==> src/rtl/scaled_glyph_scanline_renderer_defines.svh <==
// Assertion macros shared by the glyph renderer RTL.
// Expects signals named clk and rst in the module that uses them.
`ifndef SCALED_GLYPH_SCANLINE_RENDERER_DEFINES_SVH
`define SCALED_GLYPH_SCANLINE_RENDERER_DEFINES_SVH

// antecedent implies consequent in the same cycle
`define SGSR_ASSERT_SAME(label, ante, cons) \
  label: assert property (@(posedge clk) disable iff (rst) (ante) |-> (cons)) \
    else $error("sgsr: same-cycle check failed");

// antecedent implies consequent in the next cycle
`define SGSR_ASSERT_NEXT(label, ante, cons) \
  label: assert property (@(posedge clk) disable iff (rst) (ante) |=> (cons)) \
    else $error("sgsr: next-cycle check failed");

`endif

==> src/rtl/sgsr_ram.sv <==
// Generic single-port RAM with registered read.
// No dependencies.
`default_nettype none

module sgsr_ram #(
  parameter int WIDTH = 8,
  parameter int DEPTH = 256
) (
  input  wire logic                     clk,
  input  wire logic                     we,
  input  wire logic [$clog2(DEPTH)-1:0] addr,
  input  wire logic [WIDTH-1:0]         wdata,
  output logic      [WIDTH-1:0]         rdata
);

  logic [WIDTH-1:0] mem [DEPTH];

  always_ff @(posedge clk) begin
    if (we) begin
      mem[addr] <= wdata;
    end
    rdata <= mem[addr];
  end

endmodule

`default_nettype wire

==> config.mk <==
export PLATFORM = sky130hd
export DESIGN_NAME = sgsr_ram
export DESIGN_NICKNAME = d
export VERILOG_FILES = /design/src/rtl/scaled_glyph_scanline_renderer_defines.svh /design/src/rtl/sgsr_ram.sv
export SDC_FILE = /design/constraint.sdc
export NUM_CORES = 2
export LEC_CHECK = 0
export BUFFER_PORTS_ARGS = -buffer_cell sky130_fd_sc_hd__buf_4
export CORE_MARGIN = 5
export CORE_UTILIZATION = 35
export CTS_CLUSTER_SIZE = 16
export DETAILED_ROUTE_END_ITERATION = 8
export GPL_TIMING_DRIVEN = 0
export SLEW_MARGIN = 20
export SYNTH_ARGS = -nofsm -noshare
export SYNTH_HDL_FRONTEND = slang
export SYNTH_SLANG_ARGS = --single-unit
==> constraint.sdc <==
create_clock -name clk -period 3.85 [get_ports clk]
set_input_delay 0.77 -clock clk [delete_from_list [all_inputs] [get_ports clk]]
set_output_delay 0.77 -clock clk [all_outputs]
set_load 0.01 [all_outputs]
==> results.json <==
{
  "status": "finished with violations",
  "violations": "negative setup slack",
  "multi_input_area_um2": 16200,
  "synth_flop_cell": "edfxtp_1",
  "grt_max_degree": 125,
  "r2r_end": "rdata[4]",
  "endpoint": "rdata[6]",
  "wl_mm": 214.0,
  "cts_tree": "done",
  "switching_share_pct": 21.67,
  "fin_ws_ps": -167.0,
  "required_ps": 4370,
  "via_per_inst": 5.590,
  "core_um2": 222700,
  "async_reset_ff_share_pct": 0,
  "pin_count": 26,
  "rrSetupSlack_ps": 770,
  "grt_pass1_vias": 38470,
  "htree_levels": 4,
  "start_util_pct": 35.24,
  "rr_startpoint": "mem[239][4]",
  "total_power_mw": 45.69,
  "clock_latency_ps": 840,
  "max_slew_margin_pct": 23.59,
  "drive_gt1_share_pct": 26.47,
  "yosysSeqAreaShare_pct": 78.55,
  "ys_seq_elements": 2056,
  "avgSynthCellArea_um2": 22.13,
  "synth_top_area_share_pct": 78.35,
  "grt_busiest_layer": "met2",
  "drt-initial-drc-count": 4939,
  "ant_nets": 0,
  "clk_pin_slew_ps": 60,
  "grt_overflow": 0,
  "die_y_um": 483.6,
  "dieArea_um2": 233800,
  "hold_ws_ps": 265.1,
  "tightest_slew_ps": 1142,
  "fmax_mhz": 248.9,
  "antenna_found_initial": 14,
  "start_kind": "input port",
  "die_w_um": 483.6,
  "pre_cts_ws_ps": -1714,
  "area_growth_pct": 14.70,
  "powerDensity_nw_per_um2": 507.5,
  "synth_cells": 3547,
  "design_area_um2": 90030,
  "setup_viol": 44,
  "worstPathArrival_ps": 4540,
  "syn_area_um2": 78490,
  "numCtsBuffers": 200,
  "finalCritPeriodShare_pct": 104.3,
  "switchingPower_mw": 9.902,
  "gr-usage-met1_pct": 24.80,
  "vdd_drop_max_uv": 430.8,
  "clkPwrFrac_pct": 40.8,
  "p_comb_share_pct": 5.2,
  "synth_edf_count": 2048,
  "via_count": 38820,
  "nets": 3825,
  "grt_pass1_wl_mm": 298.1,
  "hpwlAfterDp_mm": 141.9,
  "globalRouteMet3Util_pct": 4.022,
  "finalHoldViolCount": 0,
  "drt_pass1_iterations": 8,
  "yosysWarnings": 0,
  "drcViolationCount": 0,
  "drv_cap": 0,
  "nFillCells": 19410,
  "gp_congestion": 1.058,
  "grt.total_usage_pct": 17.87,
  "critPathKind": "in2reg",
  "clockRootBuffer": "clkbuf_16",
  "slew_violations": 0,
  "cp_max_fo": 10,
  "power.internal_mw": 35.79,
  "place_area_um2": 83560,
  "cp-end-kind": "flip-flop",
  "finClkSkew_ps": 36.82,
  "wire_per_inst_um": 30.82,
  "seqPwrFrac_pct": 54.0,
  "syn_nets": 3565,
  "grt_util_met2_pct": 27.75,
  "clockBufferDepth": 3,
  "synth_area_leaders": "edfxtp_1 (78%), mux4_2 (15%), a22oi_1 (2.4%), nor2_1 (1.1%), a21oi_1 (0.82%)",
  "yosysTopAreaCell": "edfxtp_1",
  "finalCriticalPeriod_ps": 4017,
  "regArea_um2": 61660,
  "startpoint": "addr[1]",
  "power_leakage_nw": 26.89,
  "rsz0062_at_grt": "yes",
  "fp-row-count": 173,
  "port_buffers": 21,
  "ys_types": 22,
  "hp-class": "in2reg",
  "cts_num_sinks": 2056,
  "rr_worst_depth": 5
}
[how the worst min path moves through the flow]
stage / slack (ps) / cells after the start / startpoint / end
final: 270 / 1 / wdata[7] / mem[159][7]
after floorplan: 820 / 5 / mem[146][0] / rdata[0]
after detailed placement: 1110 / 1 / wdata[7] / mem[159][7]
after global placement: 1170 / 1 / rdata[5] / rdata[5]
after CTS: 210 / 1 / wdata[7] / mem[135][7]
after global routing: 230 / 1 / wdata[7] / mem[131][7]
[logic make-up (layout without fill, tap and decap cells)]
logic type | count (synthesis) | count (layout) | share of synthesized area [%]
DFF | 2056 | 2056 | 78.55
and+or+nand+nor | 330 | 330 | 1.733
AOI/OAI and AO/OA | 416 | 416 | 3.622
other | 0 | 6 | 0
muxes | 512 | 512 | 14.69
buffers and inverters | 233 | 649 | 1.401
[sequential cells by signal (all words and copies together), names as in the netlist]
register  count
rdata         8
mem        2048
[stage by stage]
| stage | util (%) | std cells | TNS [ps] |
|---|---|---|---|
| after CTS | 40.39 | 6938 | -2.930 |
| after floorplan | - | 3547 | 0 |
| after global routing | 40.41 | 6939 | -49.12 |
| final | 40.42 | 6944 | -897.9 |
| after global placement | 36.98 | 6543 | -3252640 |
| after detailed placement | 37.51 | 6580 | -2054410 |
[final cells by class]
cell class,count,area share [%]
diodes,6,0.01668
plain buffers,232,1.281
clock buffers,247,5.849
clock inverters,111,0.9742
inverters,1,0.004169
multi-input cells,1258,17.99
flip-flops and latches,2056,68.49
well taps,2975,4.135
repair buffers,58,1.262
[worst max-delay path: stages]
cell	delay [ps]
buf_2	200
buf_2	540
buf_2	510
buf_2	350
mux4_2	360
a22oi_1	290
a21oi_1	260
o41ai_2	660
nand4_1	570
[placed cells by master (no fill, tap or decap), drive strengths merged]
master / netlist / layout
o41ai: 32 / 32
or3: 1 / 1
clkbuf: 145 / 392
or2: 2 / 2
bufinv: 0 / 10
a21oi: 128 / 128
and2: 3 / 3
clkinvlp: 0 / 1
a22oi: 256 / 256
nor2b: 7 / 7
mux4: 512 / 512
clkdlybuf4s15: 0 / 1
nand4: 8 / 8
nand2: 28 / 28
nor3: 30 / 30
buf: 87 / 144
dfxtp: 8 / 8
inv: 1 / 8
nor2: 232 / 232
edfxtp: 2048 / 2048
nand2b: 6 / 6
clkinv: 0 / 93
diode: 0 / 6
nand3: 13 / 13
[power by group through the flow]
| stage | Combinational, mW | Clock [mW] | Sequential (mW) |
|---|---|---|---|
| finish | 2.36 | 18.6 | 24.7 |
| global route | 2.45 | 19.8 | 24.7 |
| CTS | 2.35 | 18.9 | 24.7 |
| detailed placement | 2.33 | 0 | 25.2 |
| global placement | 2.21 | 0 | 25.2 |
| floorplan | 1.10 | 0 | 25.2 |
[synthesized netlist by cell type, types with 8 or more instances]
master	instances
buf_1	19
mux4_2	512
nand3_1	13
nand2_1	28
buf_6	16
nor3_1	30
a22oi_1	256
buf_2	36
buf_4	16
nand4_1	8
edfxtp_1	2048
nor2_1	232
a21oi_1	128
clkbuf_1	145
o41ai_1	32
dfxtp_1	8
[what timing repair did]
action,CTS,global route
endpoints found under the hold margin,0,0
pin swaps,1,0
resized for setup,89,15
setup endpoints to repair,1350,624
setup buffers,0,0
hold buffers,0,0
[routing by layer]
metal | up-vias | part of all wire (%)
met5 | - | 0.021
met4 | 8 | 4.0
met3 | 359 | 8.6
met2 | 1874 | 47
met1 | 20960 | 41
li1 | 15620 | -
Power figures use the tool's default switching activity.
