[src/rtl/scaled_glyph_scanline_renderer_defines.svh]
// Assertion macros shared by the glyph renderer RTL.
// Expects signals named clk and rst in the module that uses them.
`ifndef SCALED_GLYPH_SCANLINE_RENDERER_DEFINES_SVH
`define SCALED_GLYPH_SCANLINE_RENDERER_DEFINES_SVH

// antecedent implies consequent in the same cycle
`define SGSR_ASSERT_SAME(label, ante, cons) \
  label: assert property (@(posedge clk) disable iff (rst) (ante) |-> (cons)) \
    else $error("sgsr: same-cycle check failed");

// antecedent implies consequent in the next cycle
`define SGSR_ASSERT_NEXT(label, ante, cons) \
  label: assert property (@(posedge clk) disable iff (rst) (ante) |=> (cons)) \
    else $error("sgsr: next-cycle check failed");

`endif

[src/rtl/sgsr_pkg.sv]
// Package for the scaled glyph scanline renderer: sizes, codes, types, helpers.
// No dependencies.
`default_nettype none

package sgsr_pkg;

  localparam int STORE_BYTES = 4096;
  localparam int STORE_AW    = $clog2(STORE_BYTES);
  localparam int MAC_W       = 17;
  localparam int GLYPH_BASE  = 4;
  localparam logic [2:0] TOP_BIT = 3'd7;

  typedef enum logic {
    OP_LOAD   = 1'b0,
    OP_RENDER = 1'b1
  } op_t;

  typedef enum logic [2:0] {
    REG_FG_COLOR   = 3'd0,
    REG_BG_COLOR   = 3'd1,
    REG_WIDTH      = 3'd2,
    REG_HEIGHT     = 3'd3,
    REG_FIRST_CHAR = 3'd4,
    REG_CHAR_COUNT = 3'd5,
    REG_SCALE      = 3'd6
  } cfg_reg_t;

  typedef enum logic [2:0] {
    S_IDLE,
    S_LIMIT,
    S_CHECK,
    S_OFFSET,
    S_BASE,
    S_RD0,
    S_RD1,
    S_EMIT
  } state_t;

  // one multiply-add request: y = a * b + c
  typedef struct packed {
    logic             en;
    logic [MAC_W-1:0] a;
    logic [5:0]       b;
    logic [MAC_W-1:0] c;
  } mac_req_t;

  function automatic logic [1:0] eff_width(input logic [1:0] wb);
    logic [1:0] r;
    case (wb)
      2'd0:    r = 2'd1;
      2'd3:    r = 2'd2;
      default: r = wb;
    endcase
    return r;
  endfunction

  function automatic logic [2:0] eff_scale(input logic [2:0] sc);
    logic [2:0] r;
    if (sc == 3'd0) begin
      r = 3'd1;
    end else if (sc > 3'd4) begin
      r = 3'd4;
    end else begin
      r = sc;
    end
    return r;
  endfunction

  // line / scale for scale 1..4; divide by 3 via reciprocal 171/512
  function automatic logic [6:0] row_of_line(input logic [6:0] line, input logic [2:0] sc);
    logic [15:0] prod;
    logic [6:0]  r;
    prod = 16'(line) * 16'd171;
    case (sc)
      3'd2:    r = line >> 1;
      3'd3:    r = prod[15:9];
      3'd4:    r = line >> 2;
      default: r = line;
    endcase
    return r;
  endfunction

endpackage

`default_nettype wire

[src/rtl/sgsr_mac.sv]
// Shared multiply-add unit with registered result, y = a * b + c.
// Depends on sgsr_pkg.
`default_nettype none

module sgsr_mac import sgsr_pkg::*; (
  input  wire logic             clk,
  input  wire mac_req_t         req,
  output logic      [MAC_W-1:0] y
);

  logic [MAC_W+5:0] prod;

  assign prod = (MAC_W+6)'(req.a) * (MAC_W+6)'(req.b);

  always_ff @(posedge clk) begin
    if (req.en) begin
      y <= MAC_W'(prod + (MAC_W+6)'(req.c));
    end
  end

endmodule

`default_nettype wire

[config.mk]
export PLATFORM = sky130hd
export DESIGN_NAME = sgsr_mac
export DESIGN_NICKNAME = d
export VERILOG_FILES = /design/src/rtl/scaled_glyph_scanline_renderer_defines.svh /design/src/rtl/sgsr_pkg.sv /design/src/rtl/sgsr_mac.sv
export SDC_FILE = /design/constraint.sdc
export NUM_CORES = 1
export LEC_CHECK = 0
export ABC_AREA = 1
export BUFFER_PORTS_ARGS = -buffer_cell sky130_fd_sc_hd__buf_2
export CORE_MARGIN = 3
export CORE_UTILIZATION = 60
export CTS_BUF_LIST = sky130_fd_sc_hd__clkbuf_8
export CTS_CLUSTER_DIAMETER = 80
export CTS_CLUSTER_SIZE = 30
export DETAILED_ROUTE_END_ITERATION = 8
export HOLD_SLACK_MARGIN = 0.08
export MAX_ROUTING_LAYER = met4
export PLACE_DENSITY = 0.84
export SKIP_CTS_REPAIR_TIMING = 1
export SLEW_MARGIN = 20
export SYNTH_ARGS = -nofsm -noshare
export SYNTH_HDL_FRONTEND = slang
export SYNTH_SLANG_ARGS = --single-unit
[constraint.sdc]
create_clock -name clk -period 5.84 [get_ports clk]
set_clock_uncertainty 0.05 [all_clocks]
set_input_delay 0 -clock clk [delete_from_list [all_inputs] [get_ports clk]]
set_output_delay 0 -clock clk [all_outputs]
set_load 0.03 [all_outputs]
==> impl_results.md <==
* Status: complete, no violations
* Max-Cap Viols at 0
* Hold Crit Class: in -> reg
* Sw frac at 0.5356
* Nets at 665
* Leak at 2.592 nW
* Slew Viols, Final at 0
* WL/cell at 12.37 um
* Port Buffers at 58
* HPWL after DPL at 6556 um
* Final count of hold timing violations at 0
* Total core area at 0.005709 mm^2
* Kind of cell adding the most delay to the critical path: adder cells
* Finished layout cell area at 0.004069 mm^2
* Synth cell types at 27
* CP max-delay cell: fa_1
* Vias in the first global route at 3154
* Root Buffer: clkbuf_8
* RSZ-0062 raised after global routing: no
* Num Clock Sinks at 17
* Syn Area/Cell at 7.624 um^2
* Post-DR vias/cell at 4.941
* Post-layout minimum cycle time at 3.804 ns
* Tightest Pin Transition at 0.4018 ns
* Clock Path Buffers at 2
* Row cnt at 27
* Synthesis-to-finish area growth at 10.73%
* Critical Path RT at 5.79 ns
* Overall Power at 1.699 mW
* Initial DRT Pass Iterations at 7
* Antenna Nets Post-Route at 0
* Clk slew on worst S/H paths at 0.07 ns
* CTS H-tree depth at 1
* Antenna Diode Count at 0
* Worst Setup End Kind: flip-flop
* Share of cells above drive strength 1 at 0.1493
* Seq pwr share at 0.158
* Post-Place Cell Area at 0.004013 mm^2
* First-pass GRT wire length at 13480 um
* CP max FO at 17
* DR DRC count at 0
* Die width at 84.26 um
* # IOs at 59
* DRT iter0 DRCs at 128
* Share of the synthesized area in the top cell type at 0.3378
* Overall Global Routing Usage at 0.2378
* Peak VDD IR at 0.3283 mV
* Seq/Total Area, Yosys at 0.1389
* Via count at 3004
* CP dominant cell by count: fa_1
* Gr ovfl total at 0
* Commonest non-fill, non-tap cell in the layout: inv_1
* CP Launch Type: input pin
* Clock share of power at 0.052
* Number of flip-flops in the largest register at 17
* Relative slew slack at 0.7322
* Largest regs: y x17
* Fmax achieved at 0.2629 GHz
* CP bufs+invs at 4
* Initial Util at 0.6437
* PD cells at 417.6 mW/mm^2
* Die area at 0.007100 mm^2
* Gpl congestion at 0.8750
* Most frequent cells in the layout: inv_1 (154), nand2_1 (134), fa_1 (62), buf_2 (58), ha_1 (24)
* Cell taking the most area after synthesis: fa_1
* Internal at 0.7891 mW
* Final Setup Violations at 0
* Worst setup path category: in -> reg
* Source of the worst hold timing path: req[1]
* Hold path cells at 3
* Final period util at 0.6514
* Cells after DPL at 603
* Worst Setup SP: req[18]
* Cell area after synthesis at 0.003675 mm^2
* Largest cells by area after synthesis: fa_1 (34%), inv_1 (16%), edfxtp_1 (14%)
* Detailed Route WL at 7518 um
* Final cell count without fillers at 608
* Initial antenna violation count at 0
* Pin count of the biggest net entering global routing at 19
* Critical path depth at 15
* CP Data Arrival Time at 3.75 ns
* Syn Inst Count at 482
* Num CTS Buffers at 3
* Setup TNS at 0 ns
* Die Height at 84.26 um
* CTS tree: done
* Logic pwr share at 0.790
* Crit-path max cell delay at 0.53 ns
* Reg with most FFs: y
* Syn nets at 610
* Flops & latches, synth at 17
* Critical path, cell by cell: buf_2 > nand2_1 > inv_1 > fa_1 > fa_1 > fa_1 > inv_1 > fa_1 > inv_1 > ha_1 > a21oi_1 > o21ai_0 > a21oi_1 > nand2_1 > xor2_1
* Syn. warnings at 0
* Switching power at 0.9100 mW
==> stage by stage <==
step | hold WS (ns) | setup slack [ns] | util
after floorplan | 0.06250 | 1.964 | -
after global placement | 0.2698 | 1.811 | 0.7028
after detailed placement | 0.2751 | 1.816 | 0.7028
after CTS | 0.009448 | 2.078 | 0.7109
after global routing | 0.1526 | 1.841 | 0.7127
final | 0.1237 | 2.036 | 0.7127
==> cell type report <==
| type | count | area, um^2 |
|---|---|---|
| clock buffers | 3 | 41.29 |
| repair buffers | 59 | 300.3 |
| fillers | 479 | 1640 |
| inverters | 156 | 585.6 |
| clock inverters | 1 | 5.005 |
| flip-flops and latches | 17 | 510.5 |
| multi-input cells | 300 | 2536 |
| well taps | 72 | 90.09 |
==> Yosys cell counts (all sizes together) <==
cell / count
inv: 155
nand2: 143
fa: 62
ha: 24
nand3: 18
a21oi: 17
edfxtp: 17
xor2: 12
nor2: 10
o21ai: 7
clkbuf: 6
buf: 3
nand4: 2
a21o: 1
clkinv: 1
nor4: 1
o211ai: 1
o21bai: 1
xnor2: 1
==> cells by family (layout without fill, tap and decap cells) <==
kind of cell | after synthesis | after routing | share of synthesized area
XOR/XNOR | 13 | 13 | 0.03098
AO/OA/AOI/OAI | 27 | 27 | 0.04426
buffers and inverters | 165 | 219 | 0.1709
flip-flops | 17 | 17 | 0.1389
AND/OR/NAND/NOR | 174 | 174 | 0.1954
adder cells (fa/ha/maj) | 86 | 86 | 0.4195
==> per-layer routing <==
| layer | vias up | part of all wire | track usage |
|---|---|---|---|
| met4 | 0 | 0.028 | 0.07602 |
| met2 | 116 | 0.52 | 0.4240 |
| met3 | 18 | 0.057 | 0.03337 |
| met1 | 1382 | 0.39 | 0.2758 |
| li1 | 1488 | - | - |
| met5 | - | 0 | - |
==> power by group through the flow <==
stage | Sequential [mW] | Clock, mW | Combinational [mW]
after floorplan | 0.385 | 0 | 0.920
after CTS | 0.269 | 0.0902 | 1.35
after global placement | 0.269 | 0 | 1.30
after global routing | 0.273 | 0.0964 | 1.54
after detailed placement | 0.270 | 0 | 1.34
final | 0.268 | 0.0878 | 1.34
==> worst paths after layout <==
kind	endpoint	slack [ns]
max	y[12]	2.04
min	y[1]	0.12
==> tightest hold or removal path, cell delays in order <==
cell and delay (ns):
buf_2 0.08, ha_1 0.12, ha_1 0.12
No activity file was read; power rests on OpenSTA's default activity.
